$ cat src/sv/kt2_pkg.sv
// ============================================================================
// kt2_pkg
// Shared types and constants of the 2-D constant-velocity Kalman tracker.
// ============================================================================
package kt2_pkg;

    // Default number format (Q16.16 in 32 bits)
    localparam int DATA_WIDTH_DEF = 32;
    localparam int FRAC_BITS_DEF  = 16;

    // Port field widths
    localparam int IN_W      = 32;
    localparam int REG_W     = 31;
    localparam int CFG_IDX_W = 8;

    // Register indexes of the configuration port
    localparam logic [CFG_IDX_W-1:0] CFG_STEP_TIME     = 8'd0;
    localparam logic [CFG_IDX_W-1:0] CFG_PROCESS_NOISE = 8'd1;
    localparam logic [CFG_IDX_W-1:0] CFG_MEASURE_NOISE = 8'd2;
    localparam logic [CFG_IDX_W-1:0] CFG_INITIAL_COV   = 8'd3;

    // Register reset values
    localparam logic [REG_W-1:0] RST_STEP_TIME     = 31'd1966080;  // 30.0
    localparam logic [REG_W-1:0] RST_PROCESS_NOISE = 31'd655;      // 0.01
    localparam logic [REG_W-1:0] RST_MEASURE_NOISE = 31'd3276800;  // 50.0
    localparam logic [REG_W-1:0] RST_INITIAL_COV   = 31'd6553600;  // 100.0

    // Processing phases of one measurement
    typedef enum logic [3:0] {
        PH_PV,   // predicted state
        PH_T1,   // F * P
        PH_T2,   // (F * P) * F'
        PH_Q,    // process noise on diagonal
        PH_S,    // innovation covariance diagonal
        PH_DET,  // determinant
        PH_DIV,  // inverse entries
        PH_E,    // innovation
        PH_G,    // gain
        PH_EST,  // state update
        PH_COV   // covariance update
    } t_phase;

    // Commands from controller to datapath
    typedef struct packed {
        t_phase     phase;
        logic [1:0] idx_i;
        logic [1:0] idx_j;
        logic [1:0] idx_k;
        logic       load;
        logic       mul_go;
        logic       acc_en;
        logic       acc_last;
        logic       add_en;
        logic       div_go;
        logic       div_wb;
        logic       sing;
        logic       out_load;
    } t_cmd;

    // Status from datapath to controller
    typedef struct packed {
        logic mul_done;
        logic div_done;
        logic det_pos;
        logic out_busy;
    } t_status;

endpackage

$ cat src/sv/kt2_ctrl.sv
// ============================================================================
// kt2_ctrl
// Tracker sequencer: walks the phases of one measurement and the
// row/column/term counters of each, issuing datapath commands.
// ============================================================================
module kt2_ctrl (
    input  logic             i_clk,
    input  logic             i_rst_n,
    input  logic             i_in_valid,
    output logic             o_in_ready,
    output kt2_pkg::t_cmd    o_cmd,
    input  kt2_pkg::t_status i_st
);

    typedef enum logic [3:0] {
        S_IDLE,
        S_MGO,
        S_MWAIT,
        S_ADD,
        S_CHK,
        S_DGO,
        S_DWAIT,
        S_SING,
        S_OUT
    } t_state;

    t_state            r_state, n_state;
    kt2_pkg::t_phase   r_phase, n_phase;
    logic [1:0]        r_i, r_j, r_k, n_i, n_j, n_k;
    logic [1:0]        imax, jmax, kmax;

    // loop bounds of each phase
    always_comb begin
        unique case (r_phase)
            kt2_pkg::PH_PV:  {imax, jmax, kmax} = {2'd3, 2'd0, 2'd3};
            kt2_pkg::PH_T1:  {imax, jmax, kmax} = {2'd3, 2'd3, 2'd3};
            kt2_pkg::PH_T2:  {imax, jmax, kmax} = {2'd3, 2'd3, 2'd3};
            kt2_pkg::PH_DET: {imax, jmax, kmax} = {2'd0, 2'd0, 2'd1};
            kt2_pkg::PH_G:   {imax, jmax, kmax} = {2'd3, 2'd1, 2'd1};
            kt2_pkg::PH_EST: {imax, jmax, kmax} = {2'd3, 2'd0, 2'd1};
            kt2_pkg::PH_COV: {imax, jmax, kmax} = {2'd3, 2'd3, 2'd1};
            default:         {imax, jmax, kmax} = {2'd3, 2'd0, 2'd0};
        endcase
    end

    // next state and counters
    always_comb begin
        n_state = r_state;
        n_phase = r_phase;
        n_i     = r_i;
        n_j     = r_j;
        n_k     = r_k;
        unique case (r_state)
            S_IDLE: begin
                if (i_in_valid) begin
                    n_state = S_MGO;
                    n_phase = kt2_pkg::PH_PV;
                    n_i     = 2'd0;
                    n_j     = 2'd0;
                    n_k     = 2'd0;
                end
            end
            S_MGO: n_state = S_MWAIT;
            S_MWAIT: begin
                if (i_st.mul_done) begin
                    n_state = S_MGO;
                    if (r_k != kmax) begin
                        n_k = r_k + 2'd1;
                    end else if (r_j != jmax) begin
                        n_k = 2'd0;
                        n_j = r_j + 2'd1;
                    end else if (r_i != imax) begin
                        n_k = 2'd0;
                        n_j = 2'd0;
                        n_i = r_i + 2'd1;
                    end else begin
                        n_k = 2'd0;
                        n_j = 2'd0;
                        n_i = 2'd0;
                        unique case (r_phase)
                            kt2_pkg::PH_PV:  n_phase = kt2_pkg::PH_T1;
                            kt2_pkg::PH_T1:  n_phase = kt2_pkg::PH_T2;
                            kt2_pkg::PH_T2: begin
                                n_phase = kt2_pkg::PH_Q;
                                n_state = S_ADD;
                            end
                            kt2_pkg::PH_DET: n_state = S_CHK;
                            kt2_pkg::PH_G:   n_phase = kt2_pkg::PH_EST;
                            kt2_pkg::PH_EST: n_phase = kt2_pkg::PH_COV;
                            default:         n_state = S_OUT;
                        endcase
                    end
                end
            end
            S_ADD: begin
                unique case (r_phase)
                    kt2_pkg::PH_Q: n_phase = kt2_pkg::PH_S;
                    kt2_pkg::PH_S: begin
                        n_phase = kt2_pkg::PH_DET;
                        n_state = S_MGO;
                    end
                    kt2_pkg::PH_E: begin
                        n_phase = kt2_pkg::PH_G;
                        n_state = S_MGO;
                    end
                    default: n_state = S_OUT;
                endcase
            end
            S_CHK: begin
                if (i_st.det_pos) begin
                    n_phase = kt2_pkg::PH_DIV;
                    n_state = S_DGO;
                end else begin
                    n_state = S_SING;
                end
            end
            S_DGO: n_state = S_DWAIT;
            S_DWAIT: begin
                if (i_st.div_done) begin
                    if (r_i != 2'd3) begin
                        n_i     = r_i + 2'd1;
                        n_state = S_DGO;
                    end else begin
                        n_i     = 2'd0;
                        n_phase = kt2_pkg::PH_E;
                        n_state = S_ADD;
                    end
                end
            end
            S_SING: n_state = S_OUT;
            S_OUT: begin
                if (!i_st.out_busy) n_state = S_IDLE;
            end
            default: n_state = S_IDLE;
        endcase
    end

    // state and counters
    always_ff @(posedge i_clk) begin
        if (!i_rst_n) begin
            r_state <= S_IDLE;
            r_phase <= kt2_pkg::PH_PV;
            r_i     <= 2'd0;
            r_j     <= 2'd0;
            r_k     <= 2'd0;
        end else begin
            r_state <= n_state;
            r_phase <= n_phase;
            r_i     <= n_i;
            r_j     <= n_j;
            r_k     <= n_k;
        end
    end

    // command decode
    assign o_in_ready = (r_state == S_IDLE);

    assign o_cmd.phase    = r_phase;
    assign o_cmd.idx_i    = r_i;
    assign o_cmd.idx_j    = r_j;
    assign o_cmd.idx_k    = r_k;
    assign o_cmd.load     = (r_state == S_IDLE) && i_in_valid;
    assign o_cmd.mul_go   = (r_state == S_MGO);
    assign o_cmd.acc_en   = (r_state == S_MWAIT) && i_st.mul_done;
    assign o_cmd.acc_last = (r_k == kmax);
    assign o_cmd.add_en   = (r_state == S_ADD);
    assign o_cmd.div_go   = (r_state == S_DGO);
    assign o_cmd.div_wb   = (r_state == S_DWAIT) && i_st.div_done;
    assign o_cmd.sing     = (r_state == S_SING);
    assign o_cmd.out_load = (r_state == S_OUT) && !i_st.out_busy;

endmodule

$ cat config.mk
export PLATFORM = sky130hd
export DESIGN_NAME = kt2_ctrl
export DESIGN_NICKNAME = d
export VERILOG_FILES = /design/src/sv/kt2_pkg.sv /design/src/sv/kt2_ctrl.sv
export SDC_FILE = /design/constraint.sdc
export NUM_CORES = 1
export LEC_CHECK = 0
export ABC_CLOCK_PERIOD_IN_PS = 2600
export BUFFER_PORTS_ARGS = -buffer_cell sky130_fd_sc_hd__buf_2
export CORE_MARGIN = 5
export CORE_UTILIZATION = 40
export CTS_BUF_LIST = sky130_fd_sc_hd__clkbuf_8 sky130_fd_sc_hd__clkbuf_16
export DETAILED_ROUTE_END_ITERATION = 6
export PLACE_DENSITY = 0.69
export REMOVE_ABC_BUFFERS = 1
export SYNTH_ARGS = -nofsm -noshare
export SYNTH_HDL_FRONTEND = slang
export SYNTH_SLANG_ARGS = --single-unit
$ cat constraint.sdc
create_clock -name i_clk -period 2.6 [get_ports i_clk]
set_clock_uncertainty 0.2 [all_clocks]
set_input_delay 0.39 -clock i_clk [delete_from_list [all_inputs] [get_ports i_clk]]
set_output_delay 0.39 -clock i_clk [all_outputs]
set_load 0.03 [all_outputs]
---- After elaboration in Yosys (flattened, before gate mapping) ----
Index checks and enable logic that the tools add are counted.
storage, ports and cells
  bits in registers ....................... 14
  output and inout port bits .............. 20
operators by class
  reduce and logical (&&, ||, !) cells .... 20
  $add $sub $neg .......................... 3
  mux-type cells .......................... 41
  equal/unequal tests ..................... 34
operators with widths
  kind                                                   number
  two-way mux 4 bit                                      15
  one-hot mux 4 bit (5 select lines)                     2
  one-hot mux 4 bit (9 select lines)                     1
  == test 4 x 3 -> 1 bit, second input constant          7
  two-way mux 2 bit                                      14
  one-hot mux 4 bit (3 select lines)                     2
  inequality test 2 bit, second input constant           11
  == test 4 x 2 -> 1 bit, second input constant          4
  == test 4 bit, second input constant                   4
  one-hot mux 2 bit (2 select lines)                     4
  AND reduction 11 bit                                   1
  == test 4 x 1 -> 1 bit, second input constant          2
  logical NOT 4 bit                                      2
  one-hot mux 4 bit (2 select lines)                     1
  OR reduction 4 bit                                     2
  adder 2 x 1 -> 2 bit, second input constant            3
  inequality test 2 bit                                  3
  inequality test 6 x 1 -> 1 bit, second input constant  1
  one-hot mux 2 bit (3 select lines)                     1
  AND reduction 6 bit                                    1
  OR reduction 3 bit                                     2
  AND reduction 5 bit                                    1
  nonzero test 5 bit                                     1
  logical AND 1 bit                                      4
  9 further kinds                                        9

---- Depth between registers and ports, before layout ----
  depth after elaboration ................. 8
  depth in mapped cells ................... 9
  gate-level depth less buffers ........... 7

---- Worst setup path after synthesis ----
No wires, ideal clock.
  path type ............................... reg2out
  from .................................... register r_state[2]
  to ...................................... output port o_cmd[8] (netlist bit)
  buffers on the path ..................... 2
  arrival ................................. 2180 ps
  slack ................................... -170 ps
  cell stages (with the launch flop) ...... 5
  cells stage by stage .................... dfxtp_1 -> clkbuf_1 -> clkbuf_1 -> nor4_1 -> and2_1
RTL lines
  item                      line             text
  start: declaration        kt2_ctrl.sv:27   t_state r_state, n_state;
  start signal: assignment  kt2_ctrl.sv:147  r_state <= n_state;
  end: declaration          kt2_ctrl.sv:11   output kt2_pkg::t_cmd o_cmd,

==> results.sh <==
export IMPL_critical_path_class="register to primary output"
export IMPL_drive_above_1_share_pct=22.6
export IMPL_initial_core_util_pct=42.2
export IMPL_timing_reg2reg_setup_slack_ns=0.23
export IMPL_synth_cell_types=48
export IMPL_period_share_pct=91.0
export IMPL_floorplan_core_area_um2=3100
export IMPL_root_buffer="sky130_fd_sc_hd__clkbuf_8"
export IMPL_final_setup_worst_slack_ns=0.233
export IMPL_vdd_ir_drop_worst_mv=0.287
export IMPL_mostFrequentLayoutCells="26 x sky130_fd_sc_hd__buf_2, 18 x sky130_fd_sc_hd__nand2_1, 14 x sky130_fd_sc_hd__buf_4, 13 x sky130_fd_sc_hd__nor2_1, 13 x sky130_fd_sc_hd__dfxtp_1"
export IMPL_drtAntennaViolNets=0
export IMPL_area_growth_synth_to_final_pct=19.8
export IMPL_grt_pass1_wl_um=5930
export IMPL_max_clock_path_buffers=2
export IMPL_number_of_global_route_vias_before_repair=1275
export IMPL_worstHoldStart="r_j[1]$_SDFFE_PN0P_"
export IMPL_synth_enable_flop_cells=0
export IMPL_ys_warn_count=0
export IMPL_via_per_inst=5.87
export IMPL_cpMaxStageDelayCell="sky130_fd_sc_hd__or3_1"
export IMPL_maxSlewViolCount=0
export IMPL_rsz0062_at_grt="no"
export IMPL_globalplace_congestion=0.908
export IMPL_die_boundary_width_um=67.2
export IMPL_r2r_start="r_j[0]$_SDFFE_PN0P_"
export IMPL_timing_max_cap_violations=0
export IMPL_p_leak_nw=0.638
export IMPL_ys_async_sr_fraction_pct=0
export IMPL_timing_max_slew_rel_slack_pct=68.5
export IMPL_routed_via_count=1478
export IMPL_number_of_sinks_handled_by_clock_tree_synthesis=14
export IMPL_pwr_density_cell_nw_per_um2=369
export IMPL_final_period_minus_worst_setup_slack_ns=2.37
export IMPL_min_delay_path_class="register to register"
export IMPL_design_portCount=27
export IMPL_ys_dominant_reg_cell="sky130_fd_sc_hd__dfxtp_1"
export IMPL_clock_slew_seen_by_the_registers_of_the_worst_setup_and_hold_paths_ns=0.06
export IMPL_ff2ff_path_depth=6
export IMPL_yosys_register_bits=14
export IMPL_worstHoldPathCells=2
export IMPL_critical_path_cell_chain="or3_1 > nor2_1 > buf_2"
export IMPL_outcome="finished clean"
export IMPL_drt_total_wl_um=3710
export IMPL_largest_fanout_of_any_net_on_the_critical_path=14
export IMPL_number_of_antenna_violations_at_the_first_check_in_global_routing=0
export IMPL_hold_fix_buffer_count_after_cts=0
export IMPL_first_iter_violations=103
export IMPL_grt_max_degree=22
export IMPL_hold_violations=0
export IMPL_drt_wirelength_per_cell_um=14.7
export IMPL_worstSetupEndpointType="primary output"
export IMPL_numCtsBuffers=3
export IMPL_critPathArrivalTime_ns=1.78
export IMPL_hpwlAfterDp_um=2810
export IMPL_detail_route_drc_violations=0
export IMPL_timing_fmax_mhz=423
export IMPL_final_net_count=218
export IMPL_gr_total_overflow=0
export IMPL_cp_data_required_time_ns=2.01
export IMPL_design_die_area_um2=4520
export IMPL_slew_at_the_pin_with_the_worst_max_slew_slack_ns=0.472
export IMPL_synthesis_instances=182
export IMPL_buffer_ports_inserted=26
export IMPL_setup_viol=0
export IMPL_cts_tree="built"
export IMPL_grt_total_usage_pct=16.9
export IMPL_chipHeight_um=67.2
export IMPL_hold_path_end="r_j[1]$_SDFFE_PN0P_"
export IMPL_finalSetupTns_ns=0
export IMPL_startpoint_type="register"
export IMPL_firstDrtPassIters=4
export IMPL_insertion_delay_ns=0.25
export IMPL_cts_htree_levels=1
export IMPL_place_ws_ns=0.179
export IMPL_syn_area_per_cell_um2=7.20
export IMPL_worst_r2r_endpoint="r_phase[3]$_SDFFE_PN0P_"
export IMPL_core_rowCount=20
export IMPL_netlist_area_um2=1310
export IMPL_antenna_cells=0
export IMPL_synth_sequential_area_ratio_pct=21.4
export IMPL_highest_cell_delay_on_the_worst_timing_path_ns=0.53
export IMPL_layout_cells_most_common="sky130_fd_sc_hd__buf_2"
cell type report:
type	instances	area, um2
clock buffer	3	41.3
fill	358	1530
inverter	5	18.8
multi-input combinational	146	937
sequential	14	282
tap	44	55.1
timing repair buffer	40	235
power by group:
| group | switching [mW] | leakage [nW] | internal, mW |
|---|---|---|---|
| sequential | 0.0132 | 0.114 | 0.222 |
| combinational | 0.100 | 0.502 | 0.0664 |
| clock | 0.0739 | 0.0216 | 0.103 |
| total | 0.188 | 0.638 | 0.391 |
worst max-delay path: cells and delay by family (launching register included):
kind | cells | cell delay, ns
buffers and inverters | 1 | 0.26
DFF | 1 | 0.45
and+or+nand+nor | 2 | 0.81
state kept, by name (all words and copies together) (netlist names):
name / count
r_k: 2
r_state: 4
r_phase: 4
r_j: 2
r_i: 2
worst max-delay path by stage:
stage / endpoint / startpoint / slack, ns / depth (start not counted)
2_1_floorplan: o_cmd[8] / r_state[2]$_SDFFE_PN0P_ / 0.03 / 2
3_5_place_dp: r_phase[3]$_SDFFE_PN0P_ / r_phase[2]$_SDFFE_PN0P_ / 0.18 / 7
6_report: o_cmd[6] / r_state[2]$_SDFFE_PN0P_ / 0.23 / 3
4_1_cts: o_cmd[5] / r_phase[2]$_SDFFE_PN0P_ / 0.11 / 4
3_3_place_gp: r_phase[1]$_SDFFE_PN0P_ / r_phase[2]$_SDFFE_PN0P_ / 0.20 / 7
5_1_grt: r_phase[2]$_SDFFE_PN0P_ / r_j[0]$_SDFFE_PN0P_ / 0.13 / 6
timing repair:
item	4_1_cts	5_1_grt
gates resized for setup	0	1
endpoints found under the setup margin	0	1
buffers inserted	0	0
synthesized netlist by cell type (2+ instances only):
library cell / number / area, um2
sky130_fd_sc_hd__a31oi_1: 3 / 18.8
sky130_fd_sc_hd__o21ai_0: 9 / 45.0
sky130_fd_sc_hd__or3b_1: 2 / 17.5
sky130_fd_sc_hd__nand3b_1: 5 / 37.5
sky130_fd_sc_hd__nor3b_1: 4 / 30.0
sky130_fd_sc_hd__a21boi_0: 2 / 15.0
sky130_fd_sc_hd__and3_1: 2 / 12.5
sky130_fd_sc_hd__o31a_1: 3 / 26.3
sky130_fd_sc_hd__nand2_1: 18 / 67.6
sky130_fd_sc_hd__inv_1: 5 / 18.8
sky130_fd_sc_hd__o22ai_1: 4 / 25.0
sky130_fd_sc_hd__buf_2: 2 / 10.0
sky130_fd_sc_hd__o21ai_1: 2 / 10.0
sky130_fd_sc_hd__nand2b_1: 7 / 43.8
sky130_fd_sc_hd__nor2b_1: 7 / 43.8
sky130_fd_sc_hd__mux2i_1: 5 / 50.1
sky130_fd_sc_hd__a211o_1: 3 / 26.3
sky130_fd_sc_hd__and2_1: 2 / 12.5
sky130_fd_sc_hd__nor4_1: 4 / 25.0
sky130_fd_sc_hd__nor2_1: 13 / 48.8
sky130_fd_sc_hd__or3_1: 6 / 37.5
sky130_fd_sc_hd__nand4_1: 5 / 31.3
sky130_fd_sc_hd__nor3_1: 7 / 35.0
sky130_fd_sc_hd__dfxtp_1: 14 / 280
sky130_fd_sc_hd__o32ai_1: 2 / 17.5
sky130_fd_sc_hd__nor4b_1: 2 / 17.5
sky130_fd_sc_hd__nor4bb_1: 3 / 30.0
sky130_fd_sc_hd__nand3_2: 2 / 20.0
sky130_fd_sc_hd__clkbuf_1: 14 / 52.6
sky130_fd_sc_hd__nand4bb_1: 2 / 22.5
sky130_fd_sc_hd__a21oi_1: 6 / 30.0
kinds of logic (layout without fill, tap and decap cells):
group	Yosys count	in the layout	share of synthesized area, %
mux	5	5	3.82
buf+inv	22	48	7.07
fa+ha+maj	1	1	0.955
compound gates	41	41	20.9
simple gates	97	97	44.5
xor+xnor	2	2	1.34
flops	14	14	21.4
routing by layer:
metal / track usage [%] / up-vias / wire length, um
li1: - / 725 / -
met1: 22.6 / 689 / 1710
met2: 26.7 / 58 / 1680
met3: 3.99 / 6 / 260
met4: 4.81 / 0 / 58
met5: 0 / - / 0
through the flow:
step / utilization (%) / instances / area, um2 / power [mW] / hold WS (ns)
2_1_floorplan: - / 165 / 1240 / 0.345 / 0.318
3_3_place_gp: 49.2 / 249 / 1530 / 0.404 / 0.306
3_5_place_dp: 49.2 / 249 / 1530 / 0.405 / 0.322
4_1_cts: 50.5 / 252 / 1570 / 0.587 / 0.331
5_1_grt: 50.6 / 252 / 1570 / 0.609 / 0.360
6_report: 50.6 / 252 / 1570 / 0.578 / 0.325
No activity file was read; power rests on OpenSTA's default activity.
